<file path="config.mk">
export PLATFORM = sky130hd
export DESIGN_NAME = bqf_amp
export DESIGN_NICKNAME = d
export VERILOG_FILES = /design/src/design/bqf_pkg.sv /design/src/design/bqf_amp.sv
export SDC_FILE = /design/constraint.sdc
export NUM_CORES = 1
export LEC_CHECK = 0
export BUFFER_PORTS_ARGS = -buffer_cell sky130_fd_sc_hd__buf_4
export CAP_MARGIN = 20
export CORE_UTILIZATION = 35
export DETAILED_ROUTE_END_ITERATION = 7
export PLACE_DENSITY = 0.58
export SYNTH_ARGS = -nofsm -noshare
export SYNTH_HDL_FRONTEND = slang
export SYNTH_SLANG_ARGS = --single-unit
</file>
<file path="constraint.sdc">
create_clock -name clk -period 7.8 [get_ports clk]
set_input_delay 1.56 -clock clk [delete_from_list [all_inputs] [get_ports clk]]
set_output_delay 1.56 -clock clk [all_outputs]
set_load 0.05 [all_outputs]
</file>
<file path="src/design/bqf_pkg.sv">
// ----------------------------------------------------------------------------
// bqf_pkg
// Types, widths and register codes of the multiplexed biquad filter bank.
// ----------------------------------------------------------------------------
package bqf_pkg;

  localparam int ADC_CHANNELS_DEF   = 8;
  localparam int MAX_MUX_SLOTS_DEF  = 8;
  localparam int COEF_FRAC_BITS_DEF = 28;

  localparam int COEF_W    = 32;
  localparam int SAMPLE_W  = 16;
  localparam int Y_W       = 18;
  localparam int AMP_W     = 16;
  localparam int IDX_W     = 6;
  localparam int CH_W      = 3;
  localparam int SLOT_W    = 3;
  localparam int MUXN_W    = 4;
  localparam int CFG_IDX_W = 3;
  localparam int ACC_W     = 54;
  localparam int SQ_W      = 2 * Y_W;
  localparam int AMP_SHIFT = 18;

  localparam logic [MUXN_W-1:0] MUXN_RESET = 4'd8;

  typedef enum logic [CFG_IDX_W-1:0] {
    CFG_COEF_B0      = 3'd0,
    CFG_COEF_B1      = 3'd1,
    CFG_COEF_B2      = 3'd2,
    CFG_COEF_A1      = 3'd3,
    CFG_COEF_A2      = 3'd4,
    CFG_MUX_CHANNELS = 3'd5
  } cfg_reg_t;

  typedef struct packed {
    logic signed [COEF_W-1:0] b0;
    logic signed [COEF_W-1:0] b1;
    logic signed [COEF_W-1:0] b2;
    logic signed [COEF_W-1:0] a1;
    logic signed [COEF_W-1:0] a2;
  } coef_set_t;

  typedef struct packed {
    logic        [SAMPLE_W-1:0] x1;
    logic        [SAMPLE_W-1:0] x2;
    logic signed [Y_W-1:0]      y1;
    logic signed [Y_W-1:0]      y2;
  } hist_t;

endpackage

</file>
<file path="src/design/bqf_amp.sv">
// ----------------------------------------------------------------------------
// bqf_amp
// Amplitude path: registered square of the filter output, then rounding off
// the low 18 bits with saturation into the output register.
// ----------------------------------------------------------------------------
module bqf_amp (
  input  logic                                clk,
  input  logic                                en,
  input  logic signed [bqf_pkg::Y_W-1:0]      y,
  output logic        [bqf_pkg::AMP_W-1:0]    amplitude
);

  localparam int RND_W = bqf_pkg::SQ_W - bqf_pkg::AMP_SHIFT;

  logic signed [bqf_pkg::SQ_W-1:0] sq_r, sq_nxt;
  logic        [bqf_pkg::SQ_W-1:0] rnd;
  logic        [RND_W-1:0]         amp_full;
  logic        [bqf_pkg::AMP_W-1:0] amp_r, amp_nxt;

  always_comb begin
    sq_nxt   = y * y;
    rnd      = bqf_pkg::SQ_W'(sq_r) + (bqf_pkg::SQ_W'(1) << (bqf_pkg::AMP_SHIFT - 1));
    amp_full = rnd[bqf_pkg::SQ_W-1:bqf_pkg::AMP_SHIFT];
    if (amp_full > RND_W'({bqf_pkg::AMP_W{1'b1}})) begin
      amp_nxt = {bqf_pkg::AMP_W{1'b1}};
    end else begin
      amp_nxt = amp_full[bqf_pkg::AMP_W-1:0];
    end
  end

  always_ff @(posedge clk) begin
    if (en) begin
      sq_r  <= sq_nxt;
      amp_r <= amp_nxt;
    end
  end

  assign amplitude = amp_r;

endmodule

</file>
==> results of run 1 <==
-- cells in the final DEF (no fill, tap or decap), drive strengths merged, types with 2 or more instances in the layout --
master,Yosys,layout
nand4,5,5
nor2b,2,2
nor3,4,4
clkbuf,30,5
a21oi,21,21
ha,106,106
fa,292,292
nand3,9,9
nor2,41,41
xnor2,29,29
o211ai,2,2
o21ai,8,8
and2,42,42
buf,1,73
nand2b,10,10
a211o,3,3
mux2,2,2
inv,427,426
bufinv,0,2
a31o,2,2
a21o,5,5
o311ai,3,3
o21a,4,4
and3,5,5
a31oi,2,2
clkinvlp,0,2
nand2,128,128
edfxtp,35,35
xor2,21,21
o31ai,2,2
-- path summary, 6_finish.rpt --
check                              start       endpoint
worst max register to register  sq_r[19]   amplitude[4]
worst min register to register  sq_r[29]  amplitude[11]
worst min-delay path            sq_r[29]  amplitude[11]
worst max-delay path                y[4]       sq_r[34]
-- what timing repair did --
item | CTS | global route
setup endpoints to repair | 0 | 5
setup buffers | 0 | 1
gates resized for setup | 0 | 9
-- state kept, by name, indices dropped and copies added, names as in the netlist --
register	count
amplitude	16
sq_r	19
-- through the flow --
stage / cells / setup WS (ns)
finish: 1754 / 0.2823
detailed placement: 1745 / -0.1282
CTS: 1753 / 0.1805
floorplan: 1256 / 0.003004
global route: 1754 / -0.008391
global placement: 1745 / 0.02160
-- final cells by class --
class	instances	area share
multi-input cells	763	0.6993
inverters	427	0.1214
flip-flops and latches	35	0.07943
repair buffers	73	0.04293
well taps	448	0.04236
clock buffers	5	0.009456
clock inverters	3	0.005106
-- logic make-up after synthesis --
logic type      share of synthesized area
buf+inv                            0.1433
fa+ha+maj                          0.5976
simple gates                      0.09342
compound gates                    0.03889
xor+xnor                          0.03649
flops                             0.08758
mux                              0.002711
-- metal layers --
metal	part of all wire	track usage	up-vias
met5	0	0	-
li1	-	-	3702
met4	0.021	0.03184	0
met3	0.034	0.02008	35
met1	0.41	0.1830	4004
met2	0.54	0.2977	112
-- worst register-to-register path, stage by stage (launching register included) --
cell and delay, ns:
sky130_fd_sc_hd__edfxtp_1 0.44, sky130_fd_sc_hd__and3_1 0.22, sky130_fd_sc_hd__and3_1 0.17, sky130_fd_sc_hd__and3_1 0.26, sky130_fd_sc_hd__nand2_1 0.11, sky130_fd_sc_hd__nor2_1 0.06, sky130_fd_sc_hd__o31ai_2 0.77, sky130_fd_sc_hd__nand2_1 0.15
==> summary by stage, run 1 <==
Synth
The number of synthesized flops with an enable pin is 35. The synthesized design contains 35 register bits. In the synthesized netlist, the cells that appear most often are 427 x sky130_fd_sc_hd__inv_1, 292 x sky130_fd_sc_hd__fa_1, 128 x sky130_fd_sc_hd__nand2_1. Counting every net in the synthesized netlist gives 1674.

The share of the Yosys chip area taken by registers is 0.08758. During synthesis, Yosys emitted a total of 0 warnings. Among all flip-flop cells after synthesis, the most frequent one is sky130_fd_sc_hd__edfxtp_1. The count of cell types in the netlist is 46.

The share of the synthesized area in the top cell type is 0.4871. After synthesis, the cell types taking the most area are sky130_fd_sc_hd__fa_1 49%, sky130_fd_sc_hd__inv_1 13%, sky130_fd_sc_hd__ha_1 11%. The cell area that synthesis handed to floorplanning was 0.01200 mm2. The proportion of synthesized flip-flops having asynchronous set or reset is 0. After technology mapping, the gate count stands at roughly 1300. The biggest area contributor in the post-synthesis netlist is sky130_fd_sc_hd__fa_1. The post-synthesis average cell area is 9.554 um2.

Among all cell types in the netlist, the one instantiated most often is sky130_fd_sc_hd__inv_1.

Floorplan
Row generation in the floorplan step produced 67 rows. The region available for standard cell placement spans 0.03362 mm2. In this run the vertical extent of the chip is 187.2 um. From left edge to right edge, the die measures 187.2 um. The starting density of the core is 0.3570.

In this run the count of I/O pins placed on the die edge is 36. The die covers 0.03503 mm2.

Global route
The via count of the first global-routing pass is 9183. The maximum number of pins on one net before global-route repair is 36. The aggregate global-route resource usage is 0.1552. The first global-routing pass estimated 43540 um of wire. The final global-route overflow total is 0. The initial antenna violation count is 0.

Timing
The portion of the clock cycle consumed by the worst path in the final layout is 0.9638. The achievable clock frequency is around 130 MHz. In the final timing run, aggregate negative setup slack is 0 ns. The number of pins with negative max-slew slack in the final report is 0. Measured against its own limit, the worst slew margin works out to 0.3513. The minimum period implied by the final worst setup slack is between 7 and 8 ns. Setup repair after global routing could not meet its margin everywhere. The final hold violation count is 0. The post-route worst hold slack is ~0.59 ns. Between clock sinks in the finished design, the worst skew comes to 0.003672 ns. Setup violations remaining at the end of the flow were counted as 0.

The transition at the pin with the smallest max-transition slack is 0.9672 ns.

CTS
The clock net in this run drives a total of 35 sinks. The root buffer cell is sky130_fd_sc_hd__clkbuf_16. The longest clock path from root to sink contains 2 buffers. For this design, the CTS-stage hold fixing added 0 buffers. TritonCTS built the clock tree.

The clock reaches the later pin of the worst-skew pair after ~0.28 ns. In this run the number of H-tree levels came out at 2. The CTS buffer count is 5. After clock tree synthesis, the clock-pin slew on the worst setup and hold paths is 0.05 ns.

Place
Summed over all nets, the half-perimeter wirelength after detailed placement is 22230 um. Input and output buffers added on the ports amount to 35. The global placer's final weighted congestion is 0.8620. The placed instance area is 0.01301 mm2.

Layout
The final core utilization is 0.3936. The number of diodes added for antenna fixing is 0. After routing the design area is roughly 0.013 mm2. Counting the fill cells in the layout gives about 3400. The area growth from synthesis to layout is 10.26%. The combined flip-flop and latch cell area is between 0.001 and 0.0015 mm2. The fraction of final layout cells with drive strength greater than 1 is 0.07580.

The count of nets after finishing is 1723. The combined area of the multi-input logic cells is between 0.009 and 0.01 mm2.

Critical path
Traced cell by cell, the critical path runs through buf_4, inv_1, nor2_2, fa_1, fa_1, inv_1, fa_1, fa_1, inv_1, fa_1, inv_1, fa_1, inv_1, ha_1, a21o_1, a41oi_2, o21ai_2, a2111oi_4, a21oi_2, o41a_1, a41o_1, o22a_1, xor2_1. The critical path runs through a total of 23 cells. The minimum setup slack among reg-to-reg paths is 5.33 ns.

Data on the critical path is required at its endpoint by 7.83 ns. Of all nets on the critical path, the largest fanout is 7. The cell type group with the largest total delay on the critical path is adder cells.

The highest-delay cell along the critical path is sky130_fd_sc_hd__fa_1. The critical path is of the in -> reg type. For the worst setup path, the data arrival time is 7.55 ns. STA classifies the critical path startpoint as an input pin.

Counting both buffers and inverters, the worst setup path holds a total of 6. The largest single stage delay on the critical path is between 0.5 and 0.6 ns. The most numerous cell type found on the critical path is sky130_fd_sc_hd__fa_1.

The category of the worst setup path capture point is a flop. The number of cell instances on the worst register-to-register path is 7.

Min path
The kind of path behind the tightest hold check is reg -> reg. The worst hold path was traced through 2 stages.

Run
The max-cap check violation count is 0.

Detailed routing
The number of optimization iterations in the first detailed-route pass is 4. Detailed routing inserted a total of a little under 8000 vias. The number of DRC violations after detailed-routing iteration 0 is 234. In the routed design, unresolved DRC markers number 0. The via-per-instance ratio is 4.477.

The routed length per instance is 14.13 um. The post-detailed-routing wire length is 24790 um. The count of nets left with antenna violations after detail routing is 0.

Outcome
The run finished with clean final reports.
Power of run 1 is left out: the tool's default activity adds up to more than one toggle a clock period on the data nets, which glitch-free logic cannot reach.
==> run 2, diff against run 1 <==
ABC_AREA = 1   (was default)
CAP_MARGIN = 0   (was 20)
==> run 2 against run 1 <==
Against the previous run: sequential share of layout area fell by 0.61 points; synthesized cell count is 32% higher; critical path depth decreased by 4; flip-flop and latch count unchanged; via count is 26% higher.
==> summary by stage, run 2 <==
Synth
The number of synthesized flops with an enable pin is 35. The count of synthesis-stage warnings from yosys is 0. Of all flip-flops after synthesis, the portion carrying an async set or reset was 0. The share of the synthesized area in the top cell type is 0.4371. The most frequent cell after synthesis is sky130_fd_sc_hd__inv_1. The post-synth net total is 2078. The post-synthesis average cell area is 8.057 um2. The biggest area consumer among synthesized cells is sky130_fd_sc_hd__fa_1. The netlist uses 35 different library cells. Ranked by total cell area, the synthesized netlist is headed by sky130_fd_sc_hd__fa_1 44%, sky130_fd_sc_hd__inv_1 16%, sky130_fd_sc_hd__nand2_1 10%.

Synthesis handed over a netlist of ~1700 instances. The synthesis-stage register bit count is 35. The cell area that synthesis handed to floorplanning was between 0.01 and 0.015 mm2. Counting instances in the post-synthesis netlist gives the leading cell types as 554 x sky130_fd_sc_hd__inv_1, 369 x sky130_fd_sc_hd__nand2_1, 292 x sky130_fd_sc_hd__fa_1. The most used flip-flop cell after synthesis is sky130_fd_sc_hd__edfxtp_1. The share of the Yosys chip area taken by registers is 0.07859.

Critical path
At the worst endpoint, the required time is between 7 and 8 ns. The endpoint of the lowest-slack register-to-register path is amplitude[15]. The worst setup path startpoint is y[17].

Across all register-to-register paths, the minimum setup slack is approximately 5.8 ns. The worst register-to-register path begins at sq_r[17]. The worst setup path is captured at a flop. In this run the worst path has a maximum fanout of 27. The critical path in this run is classified as in -> reg. The library cell appearing most often on the critical path is sky130_fd_sc_hd__fa_1. Walking the worst path, the cells encountered are buf_4, nand2_1, fa_1, inv_1, fa_1, inv_1, fa_1, fa_1, fa_1, fa_1, inv_1, ha_1, nand2_1, nor2_1, nand2_1, nor2_1, nand2_1, nand3_1, nand2_1. The highest-delay cell along the critical path is sky130_fd_sc_hd__fa_1.

Data arrives at the worst endpoint at about 7.2 ns. The kind of start point of the critical path is an input pin. The largest stage delay on the critical path is ~0.8 ns.

Counting cells, the worst reg-to-reg path comes to 8.

CTS
The maximum buffer depth of the clock tree is 2. The H-tree generated during clock tree synthesis spans 2 levels. The tree built by TritonCTS fans out to 35 sinks.

The CTS buffer count is 5. TritonCTS built the clock tree. The cell sitting at the root of the clock tree is a sky130_fd_sc_hd__clkbuf_16. The count of instances resized after the clock tree is built is 0. The clock transition at the registers of the reported paths is 0.06 ns.

In this run the post-CTS setup repair buffer count came out at 0. The clock latency at the later pin of the worst-skew pair is around 0.28 ns. For this design, the CTS-stage hold fixing added 0 buffers.

Place
The count of buffers added on input and output ports is 35. Summed over all nets, the half-perimeter wirelength after detailed placement is 26360 um. The global placer's final weighted congestion is 0.9188.

Run
The max-cap check violation count is 0.

Layout
The register with the most flip-flops in the layout has 19 of them. The commonest non-fill, non-tap cell in the layout is sky130_fd_sc_hd__inv_1. The area added between synthesis and finish is 7.092%.

Ranked by flip-flop count, first place goes to sq_r. At the end of the flow, the number of nets in the layout was roughly 2100. The fill cell instance count of the final layout is 3995. The number of diodes added for antenna fixing is 0.

The fraction of final layout cells with drive strength greater than 1 is 0.05087. The top cell types in the final layout, fill and taps aside, are 554 x sky130_fd_sc_hd__inv_1, 369 x sky130_fd_sc_hd__nand2_1, 292 x sky130_fd_sc_hd__fa_1.

Timing
The minimum period implied by the final worst setup slack is 7.155 ns. The final hold violation count was 0. Setup violations remaining at the end of the flow were counted as 0.

The max-slew headroom at the worst pin is 0.6796. The number of pins with negative max-slew slack in the final report was 0. Setup repair after global routing left no endpoint under its margin.

For the final routed database, the setup TNS stands at 0 ns. Across the routed clock network, the largest skew measured is 0.003104 ns. The achievable clock frequency is 139.8 MHz.

The transition at the pin with the smallest max-transition slack is ~0.48 ns. In the finished design, the share of the clock period the worst path needs comes to 0.9173.

Detailed routing
The routed length per instance is roughly 14 um. The count of nets left with antenna violations after detail routing is 0. Using the TritonRoute via totals, the vias-per-cell ratio works out to approximately 4.5. The post-detailed-routing wire length is between 20000 and 30000 um. After detailed routing, the number of remaining DRC violations is 0.

The highest metal layer carrying signal wires in the routed design is met4. The detailed route wirelength on metal3 is 737 um. The routed layout has slightly below 10000 vias.

The first detailed-routing pass ran for 5 iterations. The routed length on met2 is around 16000 um. The routed length on met1 is approximately 13000 um. The number of DRC violations after detailed-routing iteration 0 is 431.

Floorplan
The die covers 0.03900 mm2. The number of core rows is between 70 and 80. Measured along the y axis, the die boundary spans 197.5 um. The starting density of the core is 0.3551. The total area inside the core boundary comes to 0.03767 mm2.

Measured along the x axis, the die boundary spans 197.5 um. The number of I/O pins is 36.

Global route
The global-route wire length before repair is 51890 um. The total overflow left after global routing is 0. Entering global routing, the biggest net connects 36 pins. The initial antenna violation count was 0. The aggregate global-route resource usage is 0.1665. The via count of the first global-routing pass is 10850.

Min path
The number of cells on the worst hold path is 2. The hold path endpoint is amplitude[8]. The worst hold path startpoint is sq_r[26]. The kind of path behind the tightest hold check is reg -> reg.

Outcome
The flow ran to the end, and the final reports show no timing, DRC or antenna violations.
[run 2: changes by cell type in the layout (fill, tap and decap cells not counted), sizes merged, moves of 5 or more]
| cell | delta |
|---|---|
| nand4 | +5 |
| nand2 | +245 |
| o21ai | +17 |
| nor3 | +9 |
| nand2b | -10 |
| inv | +132 |
| a21oi | +18 |
| nor2 | +25 |
| and2 | -42 |
| nand3 | +45 |
| xnor2 | -20 |
| buf | -30 |
[run 2: worst max-delay path by stage]
stage | depth (start not counted) | to
after floorplan | 23 | sq_r[35]
after global routing | 19 | sq_r[34]
after CTS | 19 | sq_r[34]
final | 19 | sq_r[34]
after global placement | 19 | sq_r[34]
after detailed placement | 19 | sq_r[34]
[run 2: worst max-delay path, delay by kind of cell]
kind	cells	cell delay (ns)
adders and majority gates	7	3.87
and+or+nand+nor	8	1.04
buffers and inverters	4	0.68
[run 2: through the flow]
stage               area (um2)    util  cells  hold slack [ns]  setup slack [ns]
floorplan                13370       -   1660           0.5817            0.6432
global placement         14150  0.3758   2174           0.6523            0.4062
detailed placement       14150  0.3758   2174           0.6489            0.3323
CTS                      14320  0.3802   2182           0.6611            0.5996
global route             14320  0.3802   2182           0.6800            0.2130
finish                   14320  0.3802   2182           0.6521            0.6453
[run 2: per-layer routing]
layer | track usage | vias to the layer above
li1 | - | 4740
met1 | 0.2094 | 4950
met2 | 0.3138 | 143
met3 | 0.01059 | 30
met4 | 0.02929 | 0
met5 | 0 | -
[run 2: cell type report]
cell class                      instances  area [um2]  share of cell area
Clock buffer                            5       125.1            0.008736
Clock inverter                          3       43.79            0.003058
Inverter                              559        2101              0.1467
Multi-Input combinational cell       1026       10040              0.7010
Sequential cell                        35        1051             0.07338
Tap cell                              511       639.4             0.04464
Timing Repair Buffer                   43       322.8             0.02254
[run 2: kinds of logic after synthesis]
group | Yosys count | share of synthesized area
DFF | 35 | 0.07859
xor gates and xnor gates | 29 | 0.01899
AOI/OAI and AO/OA | 73 | 0.02910
buffers and inverters | 599 | 0.1707
adders and majority gates | 398 | 0.5363
and+or+nand+nor | 526 | 0.1663
Power of run 2 is left out for the same reason.
==> run 3, diff against run 2 <==
CORE_ASPECT_RATIO = 0.8   (was default)
==> run 3 against run 2 <==
Against the previous run: the run now ends with design-rule violations left; non-clock buffer count decreased by 1; sequential share of layout area about the same; wire length shrank 1.7%; die area about the same; count of clock-buffer cells in the layout did not move; worst hold slack worse by 0.011 ns; critical endpoint is now sq_r[35]; flip-flop and latch count stayed put; fmax increased by 0.45%; cell count fell by 1.1%; setup slack gained 0.032 ns; global-route usage down 0.26 points.
==> summary by stage, run 3 (same netlist as run 2, synthesis figures left out) <==
Floorplan
The die covers between 0.03 and 0.04 mm2. The floorplan has 63 rows. The number of I/O pins is 36. In this run the standard cell core region covers 0.03736 mm2. The starting density of the core is 0.3579. In this run the vertical extent of the chip is 176.8 um. The die width is 220.6 um.

Layout
The area added between synthesis and finish is 6.773%. The finished layout holds 2157 standard cells, fillers aside. The commonest non-fill, non-tap cell in the layout is sky130_fd_sc_hd__inv_1. The register with the most flip-flops in the layout has 19 of them. The register with the highest flop count is sq_r. For this run, the post-layout net count is 2087. The number of antenna diodes in the final layout is 0. At the end of the flow the core is filled with cells to 0.3822. Leaving out fill and tap cells, the most frequent cells in the layout are 554 x sky130_fd_sc_hd__inv_1, 369 x sky130_fd_sc_hd__nand2_1, 292 x sky130_fd_sc_hd__fa_1. The fraction of final layout cells with drive strength greater than 1 is 0.04970.

CTS
The number of H-tree branching levels is 2. The number of setup buffers added after CTS is 0. TritonCTS built the clock tree. After clock tree synthesis, the repair step resized 0 gates. The clock transition at the registers of the reported paths is 0.06 ns. Buffers inserted to repair hold after CTS numbered 0. The number of clock buffers added by TritonCTS is 5. No sink is reached through more buffers than the 2 on the longest clock path. The root buffer cell is sky130_fd_sc_hd__clkbuf_16. The clock drives 35 sinks. The later pin in the worst-skew pair is clocked with a latency of around 0.29 ns.

Timing
The minimum period implied by the final worst setup slack is approximately 7.1 ns. In this run the tightest slew margin relative to its limit is 0.6792. Setup violations remaining at the end of the flow were counted as 0. The final hold violation count came to 0. Setup repair after global routing left no endpoint under its margin. The sum of negative setup slack is 0 ns. For the final database, setup skew stands at 0.008950 ns. The achievable clock frequency is roughly 140 MHz. At the pin with the least slew margin, the transition time is 0.4775 ns. The number of pins with negative max-slew slack in the final report came to 0. The final worst slack is 0.6775 ns.

Dividing the final minimum period by the clock period gives 0.9131.

Critical path
The type of the setup path with the least slack is in -> reg. The data required time of the worst path is 7.85 ns. The worst setup path startpoint is y[17]. The worst setup path is captured at a flop. The launch instance of the worst register-to-register path is sq_r[17]. The worst setup path is launched from an input pin. For the worst setup path, the data arrival time is 7.17 ns. The number of cell instances on the worst register-to-register path is 8. The top fanout value on the critical path is 27.

Min path
The worst hold path startpoint is sq_r[21]. The worst hold path passes through 2 cells. The kind of path behind the tightest hold check is reg -> reg.

Detailed routing
The post-detailed-routing wire length is 29200 um. The DRC violation count after routing is 3. The count of nets left with antenna violations after detail routing is 0. After detailed routing, the number of vias per cell comes to between 4 and 5.

After detailed routing, the average wire length per cell comes to 13.54 um. The number of DRC violations after detailed-routing iteration 0 is 500. The number of optimization iterations in the first detailed-route pass is 8. The total vias in the final route is 9705.

Global route
The aggregate global-route resource usage is 0.1639. Entering global routing, the biggest net connects 36 pins. The initial antenna violation count is 0. The final global-route overflow total is 0. The global-route wire length before repair is 50690 um. The via count of the first global-routing pass was 10380.

Place
Including well taps, the total number of placed cells is between 2000 and 2500. At the end of routability-driven placement, the weighted congestion stood at 0.9239. The post-detailed-placement half-perimeter wirelength is roughly 26000 um. The post-placement setup slack is 0.4120 ns.

The number of buffers inserted by port buffering is 35.

Outcome
The checks that failed: design-rule violations. The run finished, with violations left.

Run
Across the run, the number of max-cap violations was 0.
run 3: per-stage QoR:
step	instance area (um2)	hold slack, ns
final	14280	0.6414
after floorplan	13370	0.5817
after detailed placement	14120	0.6366
after CTS	14280	0.6478
after global placement	14120	0.6357
after global routing	14280	0.6710
run 3: worst max-delay path, cell delays in order:
cell,delay (ns)
sky130_fd_sc_hd__buf_4,0.27
sky130_fd_sc_hd__clkinv_1,0.15
sky130_fd_sc_hd__buf_4,0.20
sky130_fd_sc_hd__or2_2,0.29
sky130_fd_sc_hd__fa_1,0.48
sky130_fd_sc_hd__inv_1,0.05
sky130_fd_sc_hd__fa_1,0.45
sky130_fd_sc_hd__fa_1,0.51
sky130_fd_sc_hd__fa_1,0.45
sky130_fd_sc_hd__fa_1,0.49
sky130_fd_sc_hd__inv_1,0.05
sky130_fd_sc_hd__fa_1,0.48
sky130_fd_sc_hd__inv_1,0.04
sky130_fd_sc_hd__ha_1,0.36
sky130_fd_sc_hd__nand2_1,0.09
sky130_fd_sc_hd__nor2_1,0.15
sky130_fd_sc_hd__inv_1,0.13
sky130_fd_sc_hd__nor3_1,0.40
sky130_fd_sc_hd__nand2_1,0.10
sky130_fd_sc_hd__nand2_1,0.21
sky130_fd_sc_hd__nand2_1,0.12
sky130_fd_sc_hd__nand3_1,0.10
sky130_fd_sc_hd__nand2_1,0.05
run 3: routing by layer:
metal,GRT usage,vias up,routed length (um)
met5,0,-,0
met4,0.02169,0,304
met3,0.01632,24,1464
met2,0.2734,197,13580
met1,0.2351,4751,13850
li1,-,4733,-
run 3: path summary, 6_finish.rpt:
| check | endpoint | slack, ns |
|---|---|---|
| min reg2reg | amplitude[3] | 0.64 |
| max reg2reg | amplitude[15] | 5.80 |
| max | sq_r[35] | 0.68 |
| min | amplitude[3] | 0.64 |
run 3: final cells by class:
| class | count | area, um2 |
|---|---|---|
| Inverter | 559 | 2101 |
| Clock buffer | 5 | 125.1 |
| Timing Repair Buffer | 42 | 315.3 |
| Multi-Input combinational cell | 1026 | 10040 |
| Fill cell | 3902 | 23080 |
| Clock inverter | 3 | 38.79 |
| Sequential cell | 35 | 1051 |
| Tap cell | 487 | 609.3 |
Power of run 3 is left out for the same reason.
